--- config.mk ---
export PLATFORM = sky130hd
export DESIGN_NAME = mwo_fifo
export DESIGN_NICKNAME = d
export VERILOG_FILES = /design/src/rtl/mwo_pkg.sv /design/src/rtl/mwo_fifo.sv
export SDC_FILE = /design/constraint.sdc
export NUM_CORES = 1
export LEC_CHECK = 0
export BUFFER_PORTS_ARGS = -buffer_cell sky130_fd_sc_hd__buf_4
export CAP_MARGIN = 30
export CORE_AREA = 5 5 150 152
export DETAILED_ROUTE_END_ITERATION = 16
export DIE_AREA = 0 0 155 157
export PLACE_DENSITY = 0.58
export SLEW_MARGIN = 20
export SYNTH_ARGS = -nofsm -noshare
export SYNTH_HDL_FRONTEND = slang
export SYNTH_SLANG_ARGS = --single-unit
--- constraint.sdc ---
create_clock -name clk -period 10.75 [get_ports clk]
set_input_delay 1.075 -clock clk [delete_from_list [all_inputs] [get_ports clk]]
set_output_delay 1.075 -clock clk [all_outputs]
set_load 0.01 [all_outputs]
--- src/rtl/mwo_pkg.sv ---
// ----------------------------------------------------------------------------
// mwo_pkg
// Shared types and constants of the morphing waveshape oscillator.
// ----------------------------------------------------------------------------
package mwo_pkg;

    localparam int PHASE_W = 32;
    localparam int DIV_W   = 27;
    localparam int FIFO_DEPTH = 2;
    localparam int FIFO_PTR_W = $clog2(FIFO_DEPTH);

    localparam logic signed [20:0] MORPH_GATE_TOP = 21'sd30700;
    localparam logic signed [17:0] FULL_SCALE     = 18'sd32767;
    localparam logic signed [17:0] QUARTER_SCALE  = 18'sd16384;
    localparam logic signed [17:0] WRAP_SPAN      = 18'sd65535;
    localparam logic signed [15:0] PWM_SELECT     = 16'sd10922;
    localparam logic signed [17:0] SEG_TRI        = 18'sd21845;
    localparam logic signed [17:0] SEG_SQUARE     = 18'sd43689;
    localparam logic signed [17:0] SEG_SAW        = 18'sd65534;
    localparam logic [DIV_W-1:0]   RAMP_DIVIDEND  = DIV_W'(1 << 26);
    localparam logic [DIV_W-1:0]   SAW_DIVIDEND   = DIV_W'(32768);
    localparam logic [16:0]        HALF_RANGE     = 17'd32768;

    // One phase update handed from the front to the shaping back end.
    typedef struct packed {
        logic [PHASE_W-1:0] phase;
        logic signed [31:0] incr;
        logic signed [15:0] morph;
        logic signed [15:0] wave;
    } mwo_job_t;

    typedef enum logic [1:0] {
        F_IDLE,
        F_MUL,
        F_PUSH
    } front_state_t;

    typedef enum logic [3:0] {
        B_IDLE,
        B_LOAD,
        B_RDIV,
        B_RAMP,
        B_SHAPE,
        B_SINE,
        B_SDIV,
        B_SAWM,
        B_SAWS,
        B_BLEND,
        B_OUT
    } back_state_t;

endpackage

--- src/rtl/mwo_fifo.sv ---
// ----------------------------------------------------------------------------
// mwo_fifo
// Short job queue between the phase front end and the shaping back end.
// ----------------------------------------------------------------------------
module mwo_fifo (
    input  logic              clk,
    input  logic              rst_n,
    input  logic              push,
    input  mwo_pkg::mwo_job_t wr_job,
    output logic              full,
    input  logic              pop,
    output mwo_pkg::mwo_job_t rd_job,
    output logic              empty
);
    import mwo_pkg::*;

    mwo_job_t                  mem_reg [FIFO_DEPTH];
    logic [FIFO_PTR_W-1:0]     wr_ptr_reg;
    logic [FIFO_PTR_W-1:0]     rd_ptr_reg;
    logic [FIFO_PTR_W:0]       count_reg;

    assign full   = (count_reg == (FIFO_PTR_W + 1)'(FIFO_DEPTH));
    assign empty  = (count_reg == '0);
    assign rd_job = mem_reg[rd_ptr_reg];

    always_ff @(posedge clk or negedge rst_n)
    begin
        if (!rst_n)
        begin
            wr_ptr_reg <= '0;
            rd_ptr_reg <= '0;
            count_reg  <= '0;
        end
        else
        begin
            if (push)
            begin
                wr_ptr_reg <= wr_ptr_reg + 1'b1;
            end
            if (pop)
            begin
                rd_ptr_reg <= rd_ptr_reg + 1'b1;
            end
            if (push && !pop)
            begin
                count_reg <= count_reg + 1'b1;
            end
            else if (pop && !push)
            begin
                count_reg <= count_reg - 1'b1;
            end
        end
    end

    always_ff @(posedge clk)
    begin
        if (push)
        begin
            mem_reg[wr_ptr_reg] <= wr_job;
        end
    end

endmodule

==> results.ini <==
[pwr]
p_clk_share_pct = 26.7
p_int_w = 0.001820
pwr_density_cell_mw_per_mm2 = 259.6
power_frac_comb_pct = 29.9
swShare_pct = 27.28
power_switching_w = 0.0006824
p_seq_share_pct = 43.4
power_leakage_nw = 3.669
ir_drop_uv = 114.9

[layout]
nets = 625
antenna_cells = 0
nFillCells = 1829
largest_reg_flops = 192
drive_gt1_share_pct = 61.45
fin_cells = 812
area_growth_pct = 33.29

[sta]
fin_crit_ps = 3777
hold_violations = 0
slew_violations = 0
worst_pin_slew_ps = 820.7
clock_skew_ps = 13.90
fin_crit_sh_pct = 35.13
rsz0062_at_grt = no
fmax_mhz = 264.8
setup_viol = 0
slew_headroom_pct = 45.29
final.setup.tns_ps = 0

[floorplan]
core.rowCount = 53
dieArea_mm2 = 0.02434
die_h_um = 157
die_w_um = 155
initial_core_util_pct = 34.62
boundaryPins = 198
core_area_mm2 = 0.02089

[synth]
yosysUniqueCellTypes = 13
syn_area_mm2 = 0.007232
ys_top_cells_by_count = edfxtp_1, mux2_2, mux2_4
synth-seq-area-share_pct = 81.11
postSynthCellCount = 315
synth_most_common_cell = edfxtp_1
synth-main-ff-cell = edfxtp_1
synth-async-reset-ratio_pct = 2.041
avgSynthCellArea_um2 = 22.96
synth_seq_cells = 196
synth_top_area_share_pct = 79.72
synthTopCellsByArea = edfxtp_1, mux2_2, mux2_4
synthesis.nets = 416
yosysWarnings = 0
synth_edf_count = 192
synth_largest_area_cell = edfxtp_1

[cts]
cts.clk_slew.worst_paths_ps = 70
clockBufferDepth = 2
ctsHoldBuffers = 0
cts_root_buf = clkbuf_16
clock_latency_ps = 420
post_cts_resized = 0
post_cts_buffers = 0
cts_tree = yes
cts-htree-levels = 4
cts_sinks = 196
numCtsBuffers = 17

[critical_path]
crit_chain = buf_4, mux2_2, buf_4
worstRegToRegCells = 2
crit_path_frequent_cell = buf_4
cp_max_fo = 56
worstPathArrival_ps = 2700
critical_path_class = reg -> out
slowest_delay_ps = 860
critPathLaunchType = flip-flop
worstPathRequired_ps = 9680
critPathSlowestCell = dfrtp_4
worstSetupEndpointType = output port

[route]
postRouteAntennaNets = 0
finalWirelength_um = 14030
viasPerCell = 4.426
route.detailed.drc = 0
post_drt_wl_per_cell_um = 17.28
dr.pass1.iters = 5
drt_iter0_markers = 124
num_vias = 3594

[grt]
grtUsageTotal_pct = 11.55
grt_pass1_vias = 4022
grt_max_degree = 57
grt_antenna_before_repair = 0
grt_pass1_wl_um = 21520
grt.overflow.total = 0

[placed_design]
hpwl_um = 9584
dp_cells = 780
gp_congestion = 0.6985
io_buffers = 197

[outcome]
status = finished, final reports clean

[run]
drv_cap = 0

[hold_path]
hold_class = in -> async

==> area by class of cell <==
cell class / instances / area (um^2) / area share (%)
Tap cell: 275 / 344.1 / 3.570
Multi-Input combinational cell: 107 / 1286 / 13.34
Clock inverter: 15 / 201.4 / 2.090
Timing Repair Buffer: 201 / 1509 / 15.65
Clock buffer: 17 / 425.4 / 4.413
Sequential cell: 196 / 5869 / 60.89
Inverter: 1 / 3.754 / 0.03894
==> worst max-delay path: cells and delay by family, from the launching register on <==
| kind | cells | cell delay, ps |
|---|---|---|
| muxes | 1 | 430 |
| buffers and inverters | 2 | 880 |
| DFF | 1 | 860 |
==> placed cells by master (no fill, tap or decap) <==
cell	synthesis	layout
and2_4	0	1
buf_4	0	201
bufinv_16	0	4
clkbuf_16	0	17
clkinv_1	0	2
clkinv_2	0	1
clkinv_4	0	1
clkinvlp_4	0	3
dfrtp_1	4	3
dfrtp_4	0	1
edfxtp_1	192	192
ha_1	1	1
inv_1	1	1
inv_6	0	3
inv_8	0	1
mux2_2	66	66
mux2_4	30	30
nor2_1	2	2
nor2b_1	2	1
nor2b_4	0	1
xnor2_1	1	1
xor2_1	4	4
==> per-layer routing <==
metal | up-vias | share of wire (%) | track usage (%)
met1 | 1791 | 39 | 13.53
met5 | - | 0 | 0
li1 | 1664 | - | -
met3 | 11 | 7.1 | 4.097
met4 | 0 | 1.0 | 3.911
met2 | 128 | 53 | 19.84
==> path summary, 6_finish.rpt <==
path | from | slack (ps) | to
worst min-delay path | rst_n | 440 | count_reg[0]
min in group clk | count_reg[1] | 490 | count_reg[1]
worst min register to register | count_reg[1] | 490 | count_reg[1]
worst max-delay path | rd_ptr_reg | 6970 | rd_job[78]
max in group asynchronous | rst_n | 10190 | rd_ptr_reg
worst max register to register | wr_ptr_reg | 8590 | mem_reg[1][67]
==> metrics by stage <==
step                instance area (um^2)  total power (W)  worst slack, ps  utilization, %  hold slack, ps
finish                              9639         0.002502             6973           46.15           438.9
global route                        9639         0.002634             6814           46.15           414.2
CTS                                 9639         0.002548             6894           46.15           414.1
detailed placement                  9012         0.001876             7370           43.14           473.9
global placement                    9012         0.001866             7391           43.14           473.6
floorplan                           7232         0.001541             4931               -           455.5
==> power groups by stage <==
stage | clock network (W) | logic (W) | registers, W
detailed placement | 0 | 0.000770 | 0.00111
global route | 0.000725 | 0.000807 | 0.00110
CTS | 0.000686 | 0.000773 | 0.00109
global placement | 0 | 0.000767 | 0.00110
floorplan | 0 | 0.000468 | 0.00107
finish | 0.000668 | 0.000749 | 0.00109
==> cells by family after synthesis <==
family	share of synthesized area, %
xor+xnor	0.6055
fa+ha+maj	0.1730
buf+inv	1.246
flops	81.11
mux	16.51
simple gates	0.3634
Note: power is estimated with default switching activity, not from simulation.
