<file path="src/rtl/mwo_pkg.sv">
// ----------------------------------------------------------------------------
// mwo_pkg
// Shared types and constants of the morphing waveshape oscillator.
// ----------------------------------------------------------------------------
package mwo_pkg;

    localparam int PHASE_W = 32;
    localparam int DIV_W   = 27;
    localparam int FIFO_DEPTH = 2;
    localparam int FIFO_PTR_W = $clog2(FIFO_DEPTH);

    localparam logic signed [20:0] MORPH_GATE_TOP = 21'sd30700;
    localparam logic signed [17:0] FULL_SCALE     = 18'sd32767;
    localparam logic signed [17:0] QUARTER_SCALE  = 18'sd16384;
    localparam logic signed [17:0] WRAP_SPAN      = 18'sd65535;
    localparam logic signed [15:0] PWM_SELECT     = 16'sd10922;
    localparam logic signed [17:0] SEG_TRI        = 18'sd21845;
    localparam logic signed [17:0] SEG_SQUARE     = 18'sd43689;
    localparam logic signed [17:0] SEG_SAW        = 18'sd65534;
    localparam logic [DIV_W-1:0]   RAMP_DIVIDEND  = DIV_W'(1 << 26);
    localparam logic [DIV_W-1:0]   SAW_DIVIDEND   = DIV_W'(32768);
    localparam logic [16:0]        HALF_RANGE     = 17'd32768;

    // One phase update handed from the front to the shaping back end.
    typedef struct packed {
        logic [PHASE_W-1:0] phase;
        logic signed [31:0] incr;
        logic signed [15:0] morph;
        logic signed [15:0] wave;
    } mwo_job_t;

    typedef enum logic [1:0] {
        F_IDLE,
        F_MUL,
        F_PUSH
    } front_state_t;

    typedef enum logic [3:0] {
        B_IDLE,
        B_LOAD,
        B_RDIV,
        B_RAMP,
        B_SHAPE,
        B_SINE,
        B_SDIV,
        B_SAWM,
        B_SAWS,
        B_BLEND,
        B_OUT
    } back_state_t;

endpackage

</file>
<file path="src/rtl/mwo_if.sv">
// ----------------------------------------------------------------------------
// mwo_ctrl_if / mwo_audio_if
// Valid/ready channels carrying control samples in and audio samples out.
// ----------------------------------------------------------------------------
interface mwo_ctrl_if;
    logic               valid;
    logic               ready;
    logic [30:0]        freq_step;
    logic signed [15:0] fm_amount;
    logic signed [15:0] morph_amount;
    logic signed [15:0] wave_select;
    logic               sync_pulse;
    logic signed [15:0] sync_phase;

    modport source (
        output valid, freq_step, fm_amount, morph_amount, wave_select,
               sync_pulse, sync_phase,
        input  ready
    );
    modport sink (
        input  valid, freq_step, fm_amount, morph_amount, wave_select,
               sync_pulse, sync_phase,
        output ready
    );
endinterface


</file>
<file path="src/rtl/mwo_front.sv">
// ----------------------------------------------------------------------------
// mwo_front
// Accepts control samples, applies FM and sync to the phase accumulator and
// clips the morph, then queues the job for the back end.
// ----------------------------------------------------------------------------
module mwo_front (
    input  logic              clk,
    input  logic              rst_n,
    mwo_ctrl_if.sink          ctrl,
    output logic              push,
    output mwo_pkg::mwo_job_t job,
    input  logic              full
);
    import mwo_pkg::*;

    front_state_t        state_reg, state_next;
    logic [PHASE_W-1:0]  phase_reg;
    logic [30:0]         step_reg;
    logic signed [15:0]  fm_reg;
    logic signed [15:0]  morph_reg;
    logic signed [15:0]  wave_reg;
    logic                sync_reg;
    logic signed [15:0]  sph_reg;
    logic signed [63:0]  prod_reg;

    logic signed [31:0]  fm_mult;
    logic signed [63:0]  prod;
    logic signed [31:0]  incr;
    logic [PHASE_W-1:0]  phase_adv;
    logic signed [16:0]  sph_off;
    logic [31:0]         sph_ext;
    logic [31:0]         sync_load;
    logic [PHASE_W-1:0]  phase_next;
    logic signed [20:0]  gate_raw;
    logic signed [20:0]  gate;
    logic signed [20:0]  morph_ext;
    logic signed [15:0]  morph_clip;
    logic                accept;

    assign accept = ctrl.valid && ctrl.ready;

    assign fm_mult = {fm_reg[15], fm_reg, 15'b0} + (32'sd1 <<< 28);
    assign prod    = $signed({1'b0, step_reg}) * fm_mult;
    assign incr    = prod_reg[63:32];

    assign phase_adv = phase_reg + {incr[28:0], 3'b000};
    assign sph_off   = {sph_reg[15], sph_reg} + 17'sd32767;
    assign sph_ext   = {{15{sph_off[16]}}, sph_off};
    // Multiplying by 32769 is a shift by fifteen plus the value itself.
    assign sync_load = (sph_ext << 15) + sph_ext;
    assign phase_next = sync_reg ? ({phase_adv[31], 31'b0} + sync_load) : phase_adv;

    assign gate_raw  = MORPH_GATE_TOP - $signed({2'b00, step_reg[30:12]});
    assign gate      = (gate_raw < 0) ? 21'sd0 : gate_raw;
    assign morph_ext = {{5{morph_reg[15]}}, morph_reg};

    always_comb
    begin
        priority if (morph_ext > gate)
        begin
            morph_clip = gate[15:0];
        end
        else if (morph_ext < -gate)
        begin
            morph_clip = 16'(-gate);
        end
        else
        begin
            morph_clip = morph_reg;
        end
    end

    assign job.phase = phase_next;
    assign job.incr  = incr;
    assign job.morph = morph_clip;
    assign job.wave  = wave_reg;

    always_comb
    begin
        state_next = state_reg;
        unique case (state_reg)
            F_IDLE:
            begin
                if (accept)
                begin
                    state_next = F_MUL;
                end
            end
            F_MUL:
            begin
                state_next = F_PUSH;
            end
            F_PUSH:
            begin
                if (!full)
                begin
                    state_next = F_IDLE;
                end
            end
            default:
            begin
                state_next = F_IDLE;
            end
        endcase
    end

    always_comb
    begin
        ctrl.ready = 1'b0;
        push       = 1'b0;
        unique case (state_reg)
            F_IDLE:  ctrl.ready = 1'b1;
            F_MUL:   ;
            F_PUSH:  push = !full;
            default: ;
        endcase
    end

    always_ff @(posedge clk or negedge rst_n)
    begin
        if (!rst_n)
        begin
            state_reg <= F_IDLE;
            phase_reg <= '0;
        end
        else
        begin
            state_reg <= state_next;
            if (push)
            begin
                phase_reg <= phase_next;
            end
        end
    end

    always_ff @(posedge clk)
    begin
        if (accept)
        begin
            step_reg  <= ctrl.freq_step;
            fm_reg    <= ctrl.fm_amount;
            morph_reg <= ctrl.morph_amount;
            wave_reg  <= ctrl.wave_select;
            sync_reg  <= ctrl.sync_pulse;
            sph_reg   <= ctrl.sync_phase;
        end
        if (state_reg == F_MUL)
        begin
            prod_reg <= prod;
        end
    end

endmodule

</file>
<file path="src/flat_wrapper.sv">
// flat-port wrapper written by rule: the top's interface ports become plain ports
module mwo_front_flat import mwo_pkg::*;
  (clk, rst_n, push, job, full, ctrl_valid, ctrl_freq_step, ctrl_fm_amount, ctrl_morph_amount, ctrl_wave_select, ctrl_sync_pulse, ctrl_sync_phase, ctrl_ready);
  mwo_ctrl_if ctrl_i ();
  input  logic clk;
  input  logic rst_n;
  output logic push;
  output mwo_pkg::mwo_job_t job;
  input  logic full;
  input wire logic [$bits(ctrl_i.valid)-1:0] ctrl_valid;
  input wire logic [$bits(ctrl_i.freq_step)-1:0] ctrl_freq_step;
  input wire logic [$bits(ctrl_i.fm_amount)-1:0] ctrl_fm_amount;
  input wire logic [$bits(ctrl_i.morph_amount)-1:0] ctrl_morph_amount;
  input wire logic [$bits(ctrl_i.wave_select)-1:0] ctrl_wave_select;
  input wire logic [$bits(ctrl_i.sync_pulse)-1:0] ctrl_sync_pulse;
  input wire logic [$bits(ctrl_i.sync_phase)-1:0] ctrl_sync_phase;
  output wire logic [$bits(ctrl_i.ready)-1:0] ctrl_ready;
  assign ctrl_i.valid = ctrl_valid;
  assign ctrl_i.freq_step = ctrl_freq_step;
  assign ctrl_i.fm_amount = ctrl_fm_amount;
  assign ctrl_i.morph_amount = ctrl_morph_amount;
  assign ctrl_i.wave_select = ctrl_wave_select;
  assign ctrl_i.sync_pulse = ctrl_sync_pulse;
  assign ctrl_i.sync_phase = ctrl_sync_phase;
  assign ctrl_ready = ctrl_i.ready;
  mwo_front u_core (.clk(clk), .rst_n(rst_n), .ctrl(ctrl_i), .push(push), .job(job), .full(full));
endmodule
</file>
<file path="config.mk">
export PLATFORM = sky130hd
export DESIGN_NAME = mwo_front_flat
export DESIGN_NICKNAME = d
export VERILOG_FILES = /design/src/rtl/mwo_pkg.sv /design/src/rtl/mwo_if.sv /design/src/rtl/mwo_front.sv /design/src/flat_wrapper.sv
export SDC_FILE = /design/constraint.sdc
export NUM_CORES = 2
export LEC_CHECK = 0
export ABC_AREA = 1
export BUFFER_PORTS_ARGS = -buffer_cell sky130_fd_sc_hd__buf_2
export CAP_MARGIN = 10
export CORE_MARGIN = 2
export CORE_UTILIZATION = 50
export DETAILED_ROUTE_END_ITERATION = 7
export PLACE_DENSITY = 0.65
export SYNTH_ARGS = -nofsm -noshare
export SYNTH_HDL_FRONTEND = slang
export SYNTH_SLANG_ARGS = --single-unit
</file>
<file path="constraint.sdc">
create_clock -name clk -period 12.25 [get_ports clk]
set_input_delay 0.6125 -clock clk [delete_from_list [all_inputs] [get_ports clk]]
set_output_delay 0.6125 -clock clk [all_outputs]
set_load 0.1 [all_outputs]
</file>
==> out/metrics.cfg <==
[logic_synthesis]
netlist.area_leader.share = 0.2932
syn_avg_cell_area_um2 = 7.937
yosys_warnings = 0
synth_area_leaders = fa_1, ha_1, edfxtp_1, nand2_1, inv_1
synthFlopType = edfxtp_1
ys_seq_area_frac = 0.1581
synth_top_area_cell = fa_1
ys_ff_latch = 162
synth.cell_area_mm2 = 0.02970
synth_nets = 4629
ys_async_sr_fraction = 0.2099
synthCells = 3742
synth_cell_types = 53
synth_enable_flop_cells = 128

[global_route]
grt_overflow = 0
grt_use_met3 = 0.04109
use_met1 = 0.3792
antenna_found_initial = 0
grt_usage = 0.2829
grt_max_degree = 61
met2_usage = 0.4735
grt_pass1_wl_um = 132900
first_global_vias = 24530
grt-busiest-layer = met2

[worst_setup_path]
cpMostUsedCell = fa_1
cp.depth = 22
max_stage_delay_ns = 1.11
cp.arrival_ns = 8.11
path_cells = buf_4, ha_1, nand2_1, fa_1, fa_1, fa_1, fa_1, inv_1, fa_1, inv_1, fa_1, inv_1, fa_1, ha_1, ha_1, nand2_1, o21ai_0, a21oi_1, nor2_1, a211oi_1, nand2_1, xor2_1
r2r-start = u_core.fm_reg[13]$_DFFE_PP_
r2r_cells = 22
crit_required_ns = 12.54
setup.worst_path.start_class = flop
worstPathMaxFanout = 31
cp_slowest_cell = ha_1
critical_path_class = flop to flop
endpoint_kind = flop
worstPathBufferInverterCount = 4
cpLargestDelayFamily = adder cells
crit_start = u_core.fm_reg[13]$_DFFE_PP_

[cts]
cts_sinks = 162
post_cts_buffers = 0
tritoncts = built
path_clk_slew_ns = 0.08
clockBufferDepth = 2
cts_buffers = 17
h-tree-depth = 4
cts_root_buf = clkbuf_16
holdBufCountCts = 0
clk-insertion-delay-late_ns = 0.49
cts_resized = 0

[timing]
slew-limit-headroom = 0.2321
clock_skew_ns = 0.01613
hold_violations = 0
max_freq_ghz = 0.1278
fin_crit_ns = 7.822
post-route-period-util = 0.6386
setup_viol = 0
setup_tns_ns = 0
drv_slew = 0
rsz0062_at_grt = no
layout_setup_ws_ns = 4.428
tightest_slew_ns = 1.152

[finish]
fin_nets = 4749
final_util = 0.5422
final_cell_mix = nand2_1, inv_1, fa_1, ha_1, nor2_1
layout-drive-gt1-share = 0.08000
antenna_cells = 0
area_growth_pct = 7.533
final_common_cell = nand2_1
fillCellCount = 5723
multi_input_area_mm2 = 0.02124
regArea_mm2 = 0.004695

[status]
status = finished clean

[detailed_routing]
viasPerCell = 5.270
drc_errors = 0
drtAntennaViolNets = 0
drt-pass1-iter-count = 5
vias = 24500
avgRoutedWirePerCell_um = 18.02
drt-total-wl_um = 83730
first_iter_violations = 1725

[floorplanning]
num_rows = 89
io-pin-count = 198
die_y_um = 247.7
die-area_mm2 = 0.06137
core_area_mm2 = 0.05891
die_w_um = 247.7
start_util = 0.5042

[place]
place.gp.congestion = 0.9999
port_buffers = 197
pre_cts_slack_ns = 4.484
dpl.hpwl_um = 67920

[flow_run]
cap_violations = 0

[worst_hold_path]
hold_class = input port to asynchronous set/reset pin

## per-layer routing
layer / wire, µm / part of all wire
met3: 5034 / 0.060
met1: 35840 / 0.43
met2: 40660 / 0.49
met5: 0 / 0
met4: 2200 / 0.026
## metrics by stage
stage | instances | instance area (µm²) | hold WS [ns]
final | 4648 | 31940 | 0.2441
after global routing | 4648 | 31940 | 0.2629
after CTS | 4648 | 31940 | 0.2110
after detailed placement | 4616 | 31360 | 0.4605
after global placement | 4616 | 31360 | 0.4551
after floorplan | 3742 | 29700 | 0.3169
## cell type report
type / instances / share of cell area
clock buffers: 19 / 0.01387
multi-input cells: 2593 / 0.6652
clock inverters: 13 / 0.004270
well taps: 773 / 0.03028
flip-flops and latches: 162 / 0.1470
repair buffers: 229 / 0.03839
inverters: 859 / 0.1010
## path summary, 6_finish.rpt
path / to / slack, ns
max in group asynchronous: u_core.phase_reg[14]$_DFFE_PN0P_ / 11.43
min in group clk: u_core.wave_reg[12]$_DFFE_PP_ / 0.29
setup / recovery: u_core.prod_reg[45]$_DFFE_PN_ / 4.43
setup reg to reg: u_core.prod_reg[45]$_DFFE_PN_ / 4.43
hold reg to reg: u_core.phase_reg[1]$_DFFE_PN0P_ / 0.48
hold / removal: u_core.phase_reg[0]$_DFFE_PN0P_ / 0.24
## synthesized netlist by cell type (6+ instances only)
library cell,count
buf_1,12
o21bai_1,10
xor2_1,41
nand4_1,27
fa_1,435
nor3_1,29
ha_1,352
o21a_1,6
nand2_1,954
a21o_1,14
or2_2,8
o21ai_0,108
nor2_1,251
inv_1,852
a21oi_1,132
clkbuf_1,94
nand2_2,10
buf_2,11
buf_4,7
o21ai_1,6
nor4_1,8
a31oi_1,6
xnor2_1,16
and2_1,7
edfxtp_1,128
dfrtp_1,34
nand3_1,121
## logic make-up (layout without fill, tap and decap cells)
logic type / count (synthesis) / count (layout) / synth area share
AO/OA/AOI/OAI: 307 / 307 / 0.05725
XOR/XNOR: 58 / 58 / 0.01736
adder cells (fa/ha/maj): 787 / 787 / 0.4415
buffers and inverters: 987 / 1120 / 0.1272
flip-flops: 162 / 162 / 0.1581
other: 1 / 1 / 0.0001263
AND/OR/NAND/NOR: 1440 / 1440 / 0.1985
Power is not shown: default switching activity piles up to over one toggle a cycle in this logic, so the estimate is an artifact.
