File: config.mk
export PLATFORM = sky130hd
export DESIGN_NAME = mwo_back_flat
export DESIGN_NICKNAME = d
export VERILOG_FILES = /design/src/rtl/mwo_pkg.sv /design/src/rtl/mwo_if.sv /design/src/rtl/mwo_div.sv /design/src/rtl/mwo_back.sv /design/src/flat_wrapper.sv
export SDC_FILE = /design/constraint.sdc
export NUM_CORES = 2
export LEC_CHECK = 0
export BUFFER_PORTS_ARGS = -buffer_cell sky130_fd_sc_hd__buf_2
export CORE_MARGIN = 2
export CORE_UTILIZATION = 60
export CTS_CLUSTER_DIAMETER = 30
export DETAILED_ROUTE_END_ITERATION = 16
export PLACE_DENSITY = 0.87
export SLEW_MARGIN = 25
export SYNTH_ARGS = -nofsm -noshare
export SYNTH_HDL_FRONTEND = slang
export SYNTH_SLANG_ARGS = --single-unit
File: constraint.sdc
create_clock -name clk -period 12.2 [get_ports clk]
set_clock_uncertainty 0.05 [all_clocks]
set_input_delay 0.61 -clock clk [delete_from_list [all_inputs] [get_ports clk]]
set_output_delay 0.61 -clock clk [all_outputs]
set_load 0.02 [all_outputs]
File: src/rtl/mwo_pkg.sv
// ----------------------------------------------------------------------------
// mwo_pkg
// Shared types and constants of the morphing waveshape oscillator.
// ----------------------------------------------------------------------------
package mwo_pkg;

    localparam int PHASE_W = 32;
    localparam int DIV_W   = 27;
    localparam int FIFO_DEPTH = 2;
    localparam int FIFO_PTR_W = $clog2(FIFO_DEPTH);

    localparam logic signed [20:0] MORPH_GATE_TOP = 21'sd30700;
    localparam logic signed [17:0] FULL_SCALE     = 18'sd32767;
    localparam logic signed [17:0] QUARTER_SCALE  = 18'sd16384;
    localparam logic signed [17:0] WRAP_SPAN      = 18'sd65535;
    localparam logic signed [15:0] PWM_SELECT     = 16'sd10922;
    localparam logic signed [17:0] SEG_TRI        = 18'sd21845;
    localparam logic signed [17:0] SEG_SQUARE     = 18'sd43689;
    localparam logic signed [17:0] SEG_SAW        = 18'sd65534;
    localparam logic [DIV_W-1:0]   RAMP_DIVIDEND  = DIV_W'(1 << 26);
    localparam logic [DIV_W-1:0]   SAW_DIVIDEND   = DIV_W'(32768);
    localparam logic [16:0]        HALF_RANGE     = 17'd32768;

    // One phase update handed from the front to the shaping back end.
    typedef struct packed {
        logic [PHASE_W-1:0] phase;
        logic signed [31:0] incr;
        logic signed [15:0] morph;
        logic signed [15:0] wave;
    } mwo_job_t;

    typedef enum logic [1:0] {
        F_IDLE,
        F_MUL,
        F_PUSH
    } front_state_t;

    typedef enum logic [3:0] {
        B_IDLE,
        B_LOAD,
        B_RDIV,
        B_RAMP,
        B_SHAPE,
        B_SINE,
        B_SDIV,
        B_SAWM,
        B_SAWS,
        B_BLEND,
        B_OUT
    } back_state_t;

endpackage

File: src/rtl/mwo_if.sv


interface mwo_audio_if;
    logic               valid;
    logic               ready;
    logic signed [15:0] sample_out;
    logic               sync_high;

    modport source (
        output valid, sample_out, sync_high,
        input  ready
    );
    modport sink (
        input  valid, sample_out, sync_high,
        output ready
    );
endinterface

File: src/rtl/mwo_div.sv
// ----------------------------------------------------------------------------
// mwo_div
// Restoring divider, one quotient bit per cycle, shared by the ramp bend and
// the saw softening.
// ----------------------------------------------------------------------------
module mwo_div (
    input  logic                       clk,
    input  logic                       rst_n,
    input  logic                       start,
    input  logic [mwo_pkg::DIV_W-1:0]  dividend,
    input  logic [15:0]                divisor,
    output logic                       done,
    output logic [mwo_pkg::DIV_W-1:0]  quotient
);
    import mwo_pkg::*;

    localparam int CNT_W = $clog2(DIV_W + 1);

    logic             busy_reg;
    logic [CNT_W-1:0] cnt_reg;
    logic [16:0]      rem_reg;
    logic [DIV_W-1:0] quo_reg;
    logic [15:0]      den_reg;
    logic [16:0]      trial;
    logic             fits;

    assign trial    = {rem_reg[15:0], quo_reg[DIV_W-1]};
    assign fits     = (trial >= {1'b0, den_reg});
    assign quotient = quo_reg;
    assign done     = busy_reg && (cnt_reg == CNT_W'(1));

    always_ff @(posedge clk or negedge rst_n)
    begin
        if (!rst_n)
        begin
            busy_reg <= 1'b0;
            cnt_reg  <= '0;
        end
        else if (start)
        begin
            busy_reg <= 1'b1;
            cnt_reg  <= CNT_W'(DIV_W);
        end
        else if (busy_reg)
        begin
            cnt_reg <= cnt_reg - 1'b1;
            if (cnt_reg == CNT_W'(1))
            begin
                busy_reg <= 1'b0;
            end
        end
    end

    always_ff @(posedge clk)
    begin
        if (start)
        begin
            rem_reg <= '0;
            quo_reg <= dividend;
            den_reg <= divisor;
        end
        else if (busy_reg)
        begin
            rem_reg <= fits ? (trial - {1'b0, den_reg}) : trial;
            quo_reg <= {quo_reg[DIV_W-2:0], fits};
        end
    end

endmodule

File: src/rtl/mwo_back.sv
// ----------------------------------------------------------------------------
// mwo_back
// Turns a queued phase into a ramp, bends it by the morph and blends the
// sine, triangle, square and softened saw shapes into the output sample.
// ----------------------------------------------------------------------------
module mwo_back (
    input  logic              clk,
    input  logic              rst_n,
    input  mwo_pkg::mwo_job_t rd_job,
    input  logic              empty,
    output logic              pop,
    mwo_audio_if.source       audio
);
    import mwo_pkg::*;

    back_state_t         state_reg, state_next;
    mwo_job_t            job_reg;
    logic [15:0]         x_reg;
    logic [15:0]         c0_reg;
    logic                lt_reg;
    logic [15:0]         nrm_reg;
    logic signed [16:0]  edge_reg;
    logic                high_reg;
    logic signed [15:0]  ramp_reg;
    logic signed [15:0]  tri_reg;
    logic signed [15:0]  v1_reg;
    logic                tpos_reg;
    logic signed [15:0]  mag_reg;
    logic                rpos_reg;
    logic                soft_reg;
    logic signed [15:0]  sine_reg;
    logic [17:0]         bprod_reg;
    logic signed [15:0]  saw_reg;
    logic signed [15:0]  a_reg;
    logic                direct_reg;
    logic signed [17:0]  blend_reg;
    logic                out_valid_reg;
    logic signed [15:0]  out_sample_reg;
    logic                out_high_reg;

    logic                div_start;
    logic [DIV_W-1:0]    div_dividend;
    logic [15:0]         div_divisor;
    logic                div_done;
    logic [DIV_W-1:0]    div_q;
    logic                out_free;
    logic                out_load;

    // Load stage
    logic [31:0]         u;
    logic [47:0]         xw;
    logic [15:0]         x;
    logic signed [47:0]  nw;
    logic signed [15:0]  nq;
    logic [15:0]         nrm;
    logic signed [16:0]  c0_full;
    logic                x_lt;
    logic                morph_zero;
    logic                pwm_mode;
    logic signed [15:0]  ramp_load;
    logic signed [16:0]  morph_ext;
    logic [16:0]         den_lo;
    logic [16:0]         den_hi;

    // Ramp stage
    logic [15:0]         rmul_a;
    logic [31:0]         rmul;
    logic signed [15:0]  ramp_bent;

    // Shape stage
    logic signed [17:0]  ts;
    logic signed [17:0]  ts2;
    logic signed [17:0]  ts3;
    logic signed [17:0]  tri_w;
    logic signed [15:0]  tri_v;
    logic                tpos;
    logic signed [16:0]  tneg;
    logic signed [15:0]  v0;
    logic signed [16:0]  v1_w;
    logic                rpos;
    logic signed [16:0]  rneg;
    logic signed [15:0]  mag;

    // Sine, saw and blend stages
    logic signed [31:0]  vv;
    logic signed [15:0]  v2;
    logic signed [16:0]  v3_w;
    logic signed [16:0]  sine_neg;
    logic signed [16:0]  sdiff;
    logic [33:0]         bmul;
    logic [35:0]         bsq;
    logic signed [18:0]  bval;
    logic signed [18:0]  saw_w;
    logic signed [17:0]  wc0;
    logic [31:0]         wc0_ext;
    logic [31:0]         frac;
    logic signed [15:0]  blend_a;
    logic signed [15:0]  blend_b;
    logic                blend_direct;
    logic signed [16:0]  bdiff;
    logic signed [49:0]  bprod_full;
    logic signed [17:0]  res_w;
    logic signed [15:0]  res;

    mwo_div u_div (
        .clk      (clk),
        .rst_n    (rst_n),
        .start    (div_start),
        .dividend (div_dividend),
        .divisor  (div_divisor),
        .done     (div_done),
        .quotient (div_q)
    );

    // Ramp position x = (2 * phase * 65535) >> 32, done as a shift and subtract.
    assign u  = {job_reg.phase[30:0], 1'b0};
    assign xw = {u, 16'b0} - {16'b0, u};
    assign x  = xw[47:32];

    assign nw  = {job_reg.incr, 16'b0} - {{16{job_reg.incr[31]}}, job_reg.incr};
    assign nq  = nw[47:32];
    assign nrm = (nq < 0) ? 16'(-nq) : nq;

    assign morph_ext  = {job_reg.morph[15], job_reg.morph};
    assign c0_full    = morph_ext + 17'sd32767;
    assign x_lt       = (x < c0_full[15:0]);
    assign morph_zero = (job_reg.morph == 16'sd0);
    assign pwm_mode   = (job_reg.wave == PWM_SELECT);
    assign den_lo     = HALF_RANGE + 17'(morph_ext);
    assign den_hi     = HALF_RANGE - 17'(morph_ext);

    always_comb
    begin
        priority if (morph_zero)
        begin
            ramp_load = $signed(x - 16'(FULL_SCALE));
        end
        else if (x_lt)
        begin
            ramp_load = -16'(FULL_SCALE);
        end
        else
        begin
            ramp_load = 16'sd0;
        end
    end

    assign rmul_a    = lt_reg ? x_reg : (x_reg - c0_reg);
    assign rmul      = rmul_a * div_q[15:0];
    assign ramp_bent = lt_reg ? $signed(rmul[26:11] - 16'(FULL_SCALE))
                              : $signed(rmul[26:11]);

    // Triangle: fold the quarter-shifted ramp about zero.
    assign ts    = {{2{ramp_reg[15]}}, ramp_reg} - QUARTER_SCALE;
    assign ts2   = (ts < -FULL_SCALE) ? (ts + WRAP_SPAN) : ts;
    assign ts3   = (ts2 > 0) ? -ts2 : ts2;
    assign tri_w = (ts3 <<< 1) + FULL_SCALE;
    assign tri_v = tri_w[15:0];

    assign tpos = (tri_v > 0);
    assign tneg = -{tri_v[15], tri_v};
    assign v0   = tpos ? tri_v : tneg[15:0];
    assign v1_w = 17'sd32767 - {v0[15], v0};

    assign rpos = (ramp_reg > 0);
    assign rneg = -{ramp_reg[15], ramp_reg};
    assign mag  = rpos ? ramp_reg : rneg[15:0];

    assign vv       = v1_reg * v1_reg;
    assign v2       = vv[30:15];
    assign v3_w     = 17'sd32767 - {v2[15], v2};
    assign sine_neg = -{v3_w[15], v3_w[15:0]};

    assign sdiff = {mag_reg[15], mag_reg} - edge_reg;
    assign bmul  = sdiff[16:0] * div_q[16:0];
    assign bsq   = bprod_reg * bprod_reg;
    assign bval  = $signed({1'b0, bsq[32:15]});
    assign saw_w = rpos_reg ? ({{3{ramp_reg[15]}}, ramp_reg} - bval)
                            : ({{3{ramp_reg[15]}}, ramp_reg} + bval);

    // Blend fraction is (wave + 32767) * 196616 modulo 2^32, by shifts and adds.
    assign wc0     = {{2{job_reg.wave[15]}}, job_reg.wave} + FULL_SCALE;
    assign wc0_ext = {{14{wc0[17]}}, wc0};
    assign frac    = (wc0_ext << 17) + (wc0_ext << 16) + (wc0_ext << 3);

    always_comb
    begin
        priority if (wc0 < SEG_TRI)
        begin
            blend_a      = sine_reg;
            blend_b      = tri_reg;
            blend_direct = 1'b0;
        end
        else if (wc0 < SEG_SQUARE)
        begin
            blend_a      = tri_reg;
            blend_b      = ramp_reg[15] ? -16'sd32767 : 16'sd32767;
            blend_direct = (wc0 == SEG_TRI);
        end
        else if (wc0 < SEG_SAW)
        begin
            blend_a      = ramp_reg[15] ? -16'sd32767 : 16'sd32767;
            blend_b      = saw_reg;
            blend_direct = (wc0 == SEG_SQUARE);
        end
        else
        begin
            blend_a      = saw_reg;
            blend_b      = saw_reg;
            blend_direct = 1'b1;
        end
    end

    assign bdiff      = {blend_b[15], blend_b} - {blend_a[15], blend_a};
    assign bprod_full = bdiff * $signed({1'b0, frac});
    assign res_w      = {{2{a_reg[15]}}, a_reg} + blend_reg;
    assign res        = direct_reg ? a_reg : res_w[15:0];

    assign out_free = !out_valid_reg || audio.ready;

    always_comb
    begin
        state_next = state_reg;
        unique case (state_reg)
            B_IDLE:
            begin
                if (!empty)
                begin
                    state_next = B_LOAD;
                end
            end
            B_LOAD:
            begin
                if (morph_zero || pwm_mode)
                begin
                    state_next = B_SHAPE;
                end
                else
                begin
                    state_next = B_RDIV;
                end
            end
            B_RDIV:
            begin
                if (div_done)
                begin
                    state_next = B_RAMP;
                end
            end
            B_RAMP:  state_next = B_SHAPE;
            B_SHAPE: state_next = B_SINE;
            B_SINE:
            begin
                if (soft_reg)
                begin
                    state_next = B_SDIV;
                end
                else
                begin
                    state_next = B_BLEND;
                end
            end
            B_SDIV:
            begin
                if (div_done)
                begin
                    state_next = B_SAWM;
                end
            end
            B_SAWM:  state_next = B_SAWS;
            B_SAWS:  state_next = B_BLEND;
            B_BLEND: state_next = B_OUT;
            B_OUT:
            begin
                if (out_free)
                begin
                    state_next = B_IDLE;
                end
            end
            default: state_next = B_IDLE;
        endcase
    end

    always_comb
    begin
        pop          = 1'b0;
        div_start    = 1'b0;
        div_dividend = RAMP_DIVIDEND;
        div_divisor  = x_lt ? den_lo[15:0] : den_hi[15:0];
        out_load     = 1'b0;
        unique case (state_reg)
            B_IDLE:  pop = !empty;
            B_LOAD:  div_start = !(morph_zero || pwm_mode);
            B_SINE:
            begin
                div_start    = soft_reg;
                div_dividend = SAW_DIVIDEND;
                div_divisor  = nrm_reg;
            end
            B_OUT:   out_load = out_free;
            default: ;
        endcase
    end

    always_ff @(posedge clk or negedge rst_n)
    begin
        if (!rst_n)
        begin
            state_reg     <= B_IDLE;
            out_valid_reg <= 1'b0;
        end
        else
        begin
            state_reg <= state_next;
            if (out_load)
            begin
                out_valid_reg <= 1'b1;
            end
            else if (audio.ready)
            begin
                out_valid_reg <= 1'b0;
            end
        end
    end

    always_ff @(posedge clk)
    begin
        unique case (state_reg)
            B_IDLE:
            begin
                if (pop)
                begin
                    job_reg <= rd_job;
                end
            end
            B_LOAD:
            begin
                x_reg    <= x;
                c0_reg   <= c0_full[15:0];
                lt_reg   <= x_lt;
                nrm_reg  <= nrm;
                edge_reg <= 17'sd32767 - $signed({1'b0, nrm});
                high_reg <= (job_reg.phase > 32'h8000_0000);
                ramp_reg <= ramp_load;
            end
            B_RAMP:
            begin
                ramp_reg <= ramp_bent;
            end
            B_SHAPE:
            begin
                tri_reg  <= tri_v;
                v1_reg   <= v1_w[15:0];
                tpos_reg <= tpos;
                mag_reg  <= mag;
                rpos_reg <= rpos;
                soft_reg <= ($signed({mag[15], mag}) > edge_reg);
            end
            B_SINE:
            begin
                sine_reg <= tpos_reg ? v3_w[15:0] : sine_neg[15:0];
                saw_reg  <= ramp_reg;
            end
            B_SAWM:
            begin
                bprod_reg <= bmul[17:0];
            end
            B_SAWS:
            begin
                saw_reg <= saw_w[15:0];
            end
            B_BLEND:
            begin
                a_reg      <= blend_a;
                direct_reg <= blend_direct;
                blend_reg  <= bprod_full[49:32];
            end
            B_OUT:
            begin
                if (out_load)
                begin
                    out_sample_reg <= res;
                    out_high_reg   <= high_reg;
                end
            end
            default: ;
        endcase
    end

    assign audio.valid      = out_valid_reg;
    assign audio.sample_out = out_sample_reg;
    assign audio.sync_high  = out_high_reg;

endmodule

File: src/flat_wrapper.sv
// flat-port wrapper written by rule: the top's interface ports become plain ports
module mwo_back_flat import mwo_pkg::*;
  (clk, rst_n, rd_job, empty, pop, audio_valid, audio_sample_out, audio_sync_high, audio_ready);
  mwo_audio_if audio_i ();
  input  logic clk;
  input  logic rst_n;
  input  mwo_pkg::mwo_job_t rd_job;
  input  logic empty;
  output logic pop;
  output wire logic [$bits(audio_i.valid)-1:0] audio_valid;
  output wire logic [$bits(audio_i.sample_out)-1:0] audio_sample_out;
  output wire logic [$bits(audio_i.sync_high)-1:0] audio_sync_high;
  input wire logic [$bits(audio_i.ready)-1:0] audio_ready;
  assign audio_valid = audio_i.valid;
  assign audio_sample_out = audio_i.sample_out;
  assign audio_sync_high = audio_i.sync_high;
  assign audio_i.ready = audio_ready;
  mwo_back u_core (.clk(clk), .rst_n(rst_n), .rd_job(rd_job), .empty(empty), .pop(pop), .audio(audio_i));
endmodule
==> impl_results.md <==
* Seq/Total Area, Yosys at 0.168
* DRT Pass-1 Iters at 8
* Achievable clock frequency at between 0.08 and 0.09 GHz
* Clock transition at path regs at roughly 60 ps
* # port buffers at between 100 and 150
* Gate Count Post-Synth at between 7,000 and 8,000
* WL per Instance at between 20 and 25 um
* Critical path peak fanout at 18
* Clk_lat worst skew at ~700 ps
* Startpoint types: register
* Clock tree buffer depth at 3
* Vias at 54,100
* Synth top cells by count: inv_1 (1,531), fa_1 (1,124), nand2_1 (894)
* Yosys cell types at ~100
* Cells after DPL at around 9,000
* R2r startpoint: u_core.job_reg[0]$_DFFE_PP_
* Worst-margin pin slew at approximately 1100 ps
* Post-DP Area at between 0.07 and 0.08 mm^2
* Max reg flops at 96
* Most common cell in the netlist: inv_1
* Main area contributors after synthesis: fa_1 (32%), edfxtp_1 (16%), ha_1 (12%), inv_1 (8.3%), nand2_1 (4.8%)
* HPWL after DPL at around 150 mm
* TritonCTS Buffers at 84
* Fin. Hold Viols at 0
* Relative slew slack at 0.264
* # rows at 124
* Critical path endpoint category: register
* Max-capacitance violation count at 0
* Vias/cell at ~5.9
* Die H at 344 um
* Delay-heaviest family, CP: compound AO/OA/AOI/OAI gates
* Critical path startpoint: u_core.job_reg[0]$_DFFE_PP_
* Synthesized flop and latch total at around 400
* EDFF count, synth at 369
* Largest net degree at the start of global routing at 66
* Final layout net count at 9,483
* Hold Startpoint: rd_job[80]
* Avg Inst Size Synth at 9.28 um^2
* YS warnings at 0
* Post-synth top area share at 0.324
* Fin Hold WS at between 20 and 30 ps
* H-tree levels at 3
* Fin cells at between 9,000 and 10,000
* Syn Std Cell Area at ~0.07 mm^2
* First DRT Iteration DRCs at 4,736
* Clock tree root driver cell: clkbuf_16
* CTS tree: done
* Total clock sinks at a little under 400
* Worst Path Arrival at approximately 12,000 ps
* Fin crit period at 11,830 ps
* Post-synth net total at approximately 9,400
* Core area at between 0.1 and 0.15 mm^2
* Synth area leader: fa_1
* Ys async rst share at 0.0278
* Ports at ~120
* Drt drc at 0
* Routed WL at 188 mm
* Hold crit path type: primary input to register
* Area Growth Syn to Fin at 9.19%
* Critical path class: register to register
* GRT Overall Usage at 0.325
* Cell area after layout at 0.0759 mm^2
* Required @ worst endpoint at between 10,000 and 15,000 ps
* ANT nets after route at 0
* Fin crit share at 0.970
* Die ar. at ~0.12 mm^2
* Worst path max stage delay at around 570 ps
* CP dominant cell by count: fa_1
* Gr ovfl total at 0
* Initial antenna violation count at 6
* Die Span X at ~340 um
* Initial Util at 0.606
* CP bufs+invs at 11
* Run status: finished clean
* Leading register cell type out of synthesis: edfxtp_1
* Setup violations, final at 0
* Max-slew violation count at 0
* Fin util at 0.662
* Ratio of cells with drive above 1 in the final layout at 0.0753
* Vias in the first global route at between 50,000 and 60,000
* Global-route wire length before repair at about 300 mm
* Routability Congestion at ~1
* CP max-delay cell: or4_4
-- worst reg2reg max path, delay by kind of cell, from the launching register on --
family / cells / cell delay [ps]
simple gates: 9 / 1990
compound gates: 20 / 3780
mux: 1 / 130
xor+xnor: 2 / 340
flops: 1 / 380
buf+inv: 11 / 1270
fa+ha+maj: 9 / 3670
-- logic make-up (layout without fill, tap and decap cells) --
family / after synthesis / after routing / share of synthesized area
simple gates: 2181 / 2181 / 0.150
fa+ha+maj: 1783 / 1783 / 0.443
other cells: 1 / 4 / 0.0000540
compound gates: 834 / 834 / 0.0778
flops: 396 / 396 / 0.168
mux: 50 / 50 / 0.00744
buf+inv: 1814 / 2000 / 0.0986
xor+xnor: 426 / 427 / 0.0553
-- layout by cell type, fill, tap and decap left out, drive strengths merged, types with 236 or more instances in the layout --
| cell type | n |
|---|---|
| a21oi | 236 |
| ha | 658 |
| nand2 | 894 |
| fa | 1124 |
| inv | 1555 |
| nor2 | 411 |
| xnor2 | 273 |
| and2 | 331 |
| edfxtp | 369 |
| buf | 298 |
-- area by class of cell --
type | instances | area, um^2
clock buffer | 90 | 2150
clock inverter | 67 | 917
inverter | 1540 | 5780
multi-input combinational | 5276 | 51300
sequential | 396 | 11700
timing repair buffer | 303 | 2110
antenna | 3 | 7.51
tap | 1512 | 1890
fill | 8537 | 38800
-- through the flow --
| stage | setup TNS, ps | setup slack (ps) |
|---|---|---|
| 2_1_floorplan | 0 | 4.40 |
| 3_3_place_gp | -103 | -68.9 |
| 3_5_place_dp | -1180 | -282 |
| 4_1_cts | 0 | 48.8 |
| 5_1_grt | -1200 | -233 |
| 6_report | 0 | 369 |
-- path summary, 6_finish.rpt --
| check | to | slack, ps | cells after the start |
|---|---|---|---|
| max | u_core.blend_reg[15]$_DFFE_PN_ | 370 | 52 |
| min | u_core.job_reg[80]$_DFFE_PP_ | 30 | 1 |
| max reg2reg | u_core.blend_reg[15]$_DFFE_PN_ | 370 | 52 |
| min reg2reg | u_core.audio.sync_high$_DFFE_PP_ | 400 | 0 |
| max in group asynchronous | u_core.u_div.busy_reg$_DFF_PN0_ | 11600 | 2 |
| min in group asynchronous | u_core.u_div.cnt_reg[1]$_DFFE_PN0P_ | 280 | 2 |
-- metal layers --
metal,vias to the layer above,share of wire,global-route usage,routed length (um)
li1,23800,-,-,-
met1,26700,0.37,0.406,69800
met2,2854,0.47,0.535,89100
met3,716,0.095,0.0661,17900
met4,4,0.058,0.167,10900
met5,-,0.00011,0,21
-- what timing repair did --
action	CTS	global route
pin swaps	0	15
setup endpoints to repair	9	15
endpoints found under the hold margin	15	0
buffers inserted	0	12
hold buffers	5	0
cloned	0	1
resized for setup	9	35
Power is left out: the tool's default activity adds up to more than one toggle a clock period on the data nets, which glitch-free logic cannot reach.
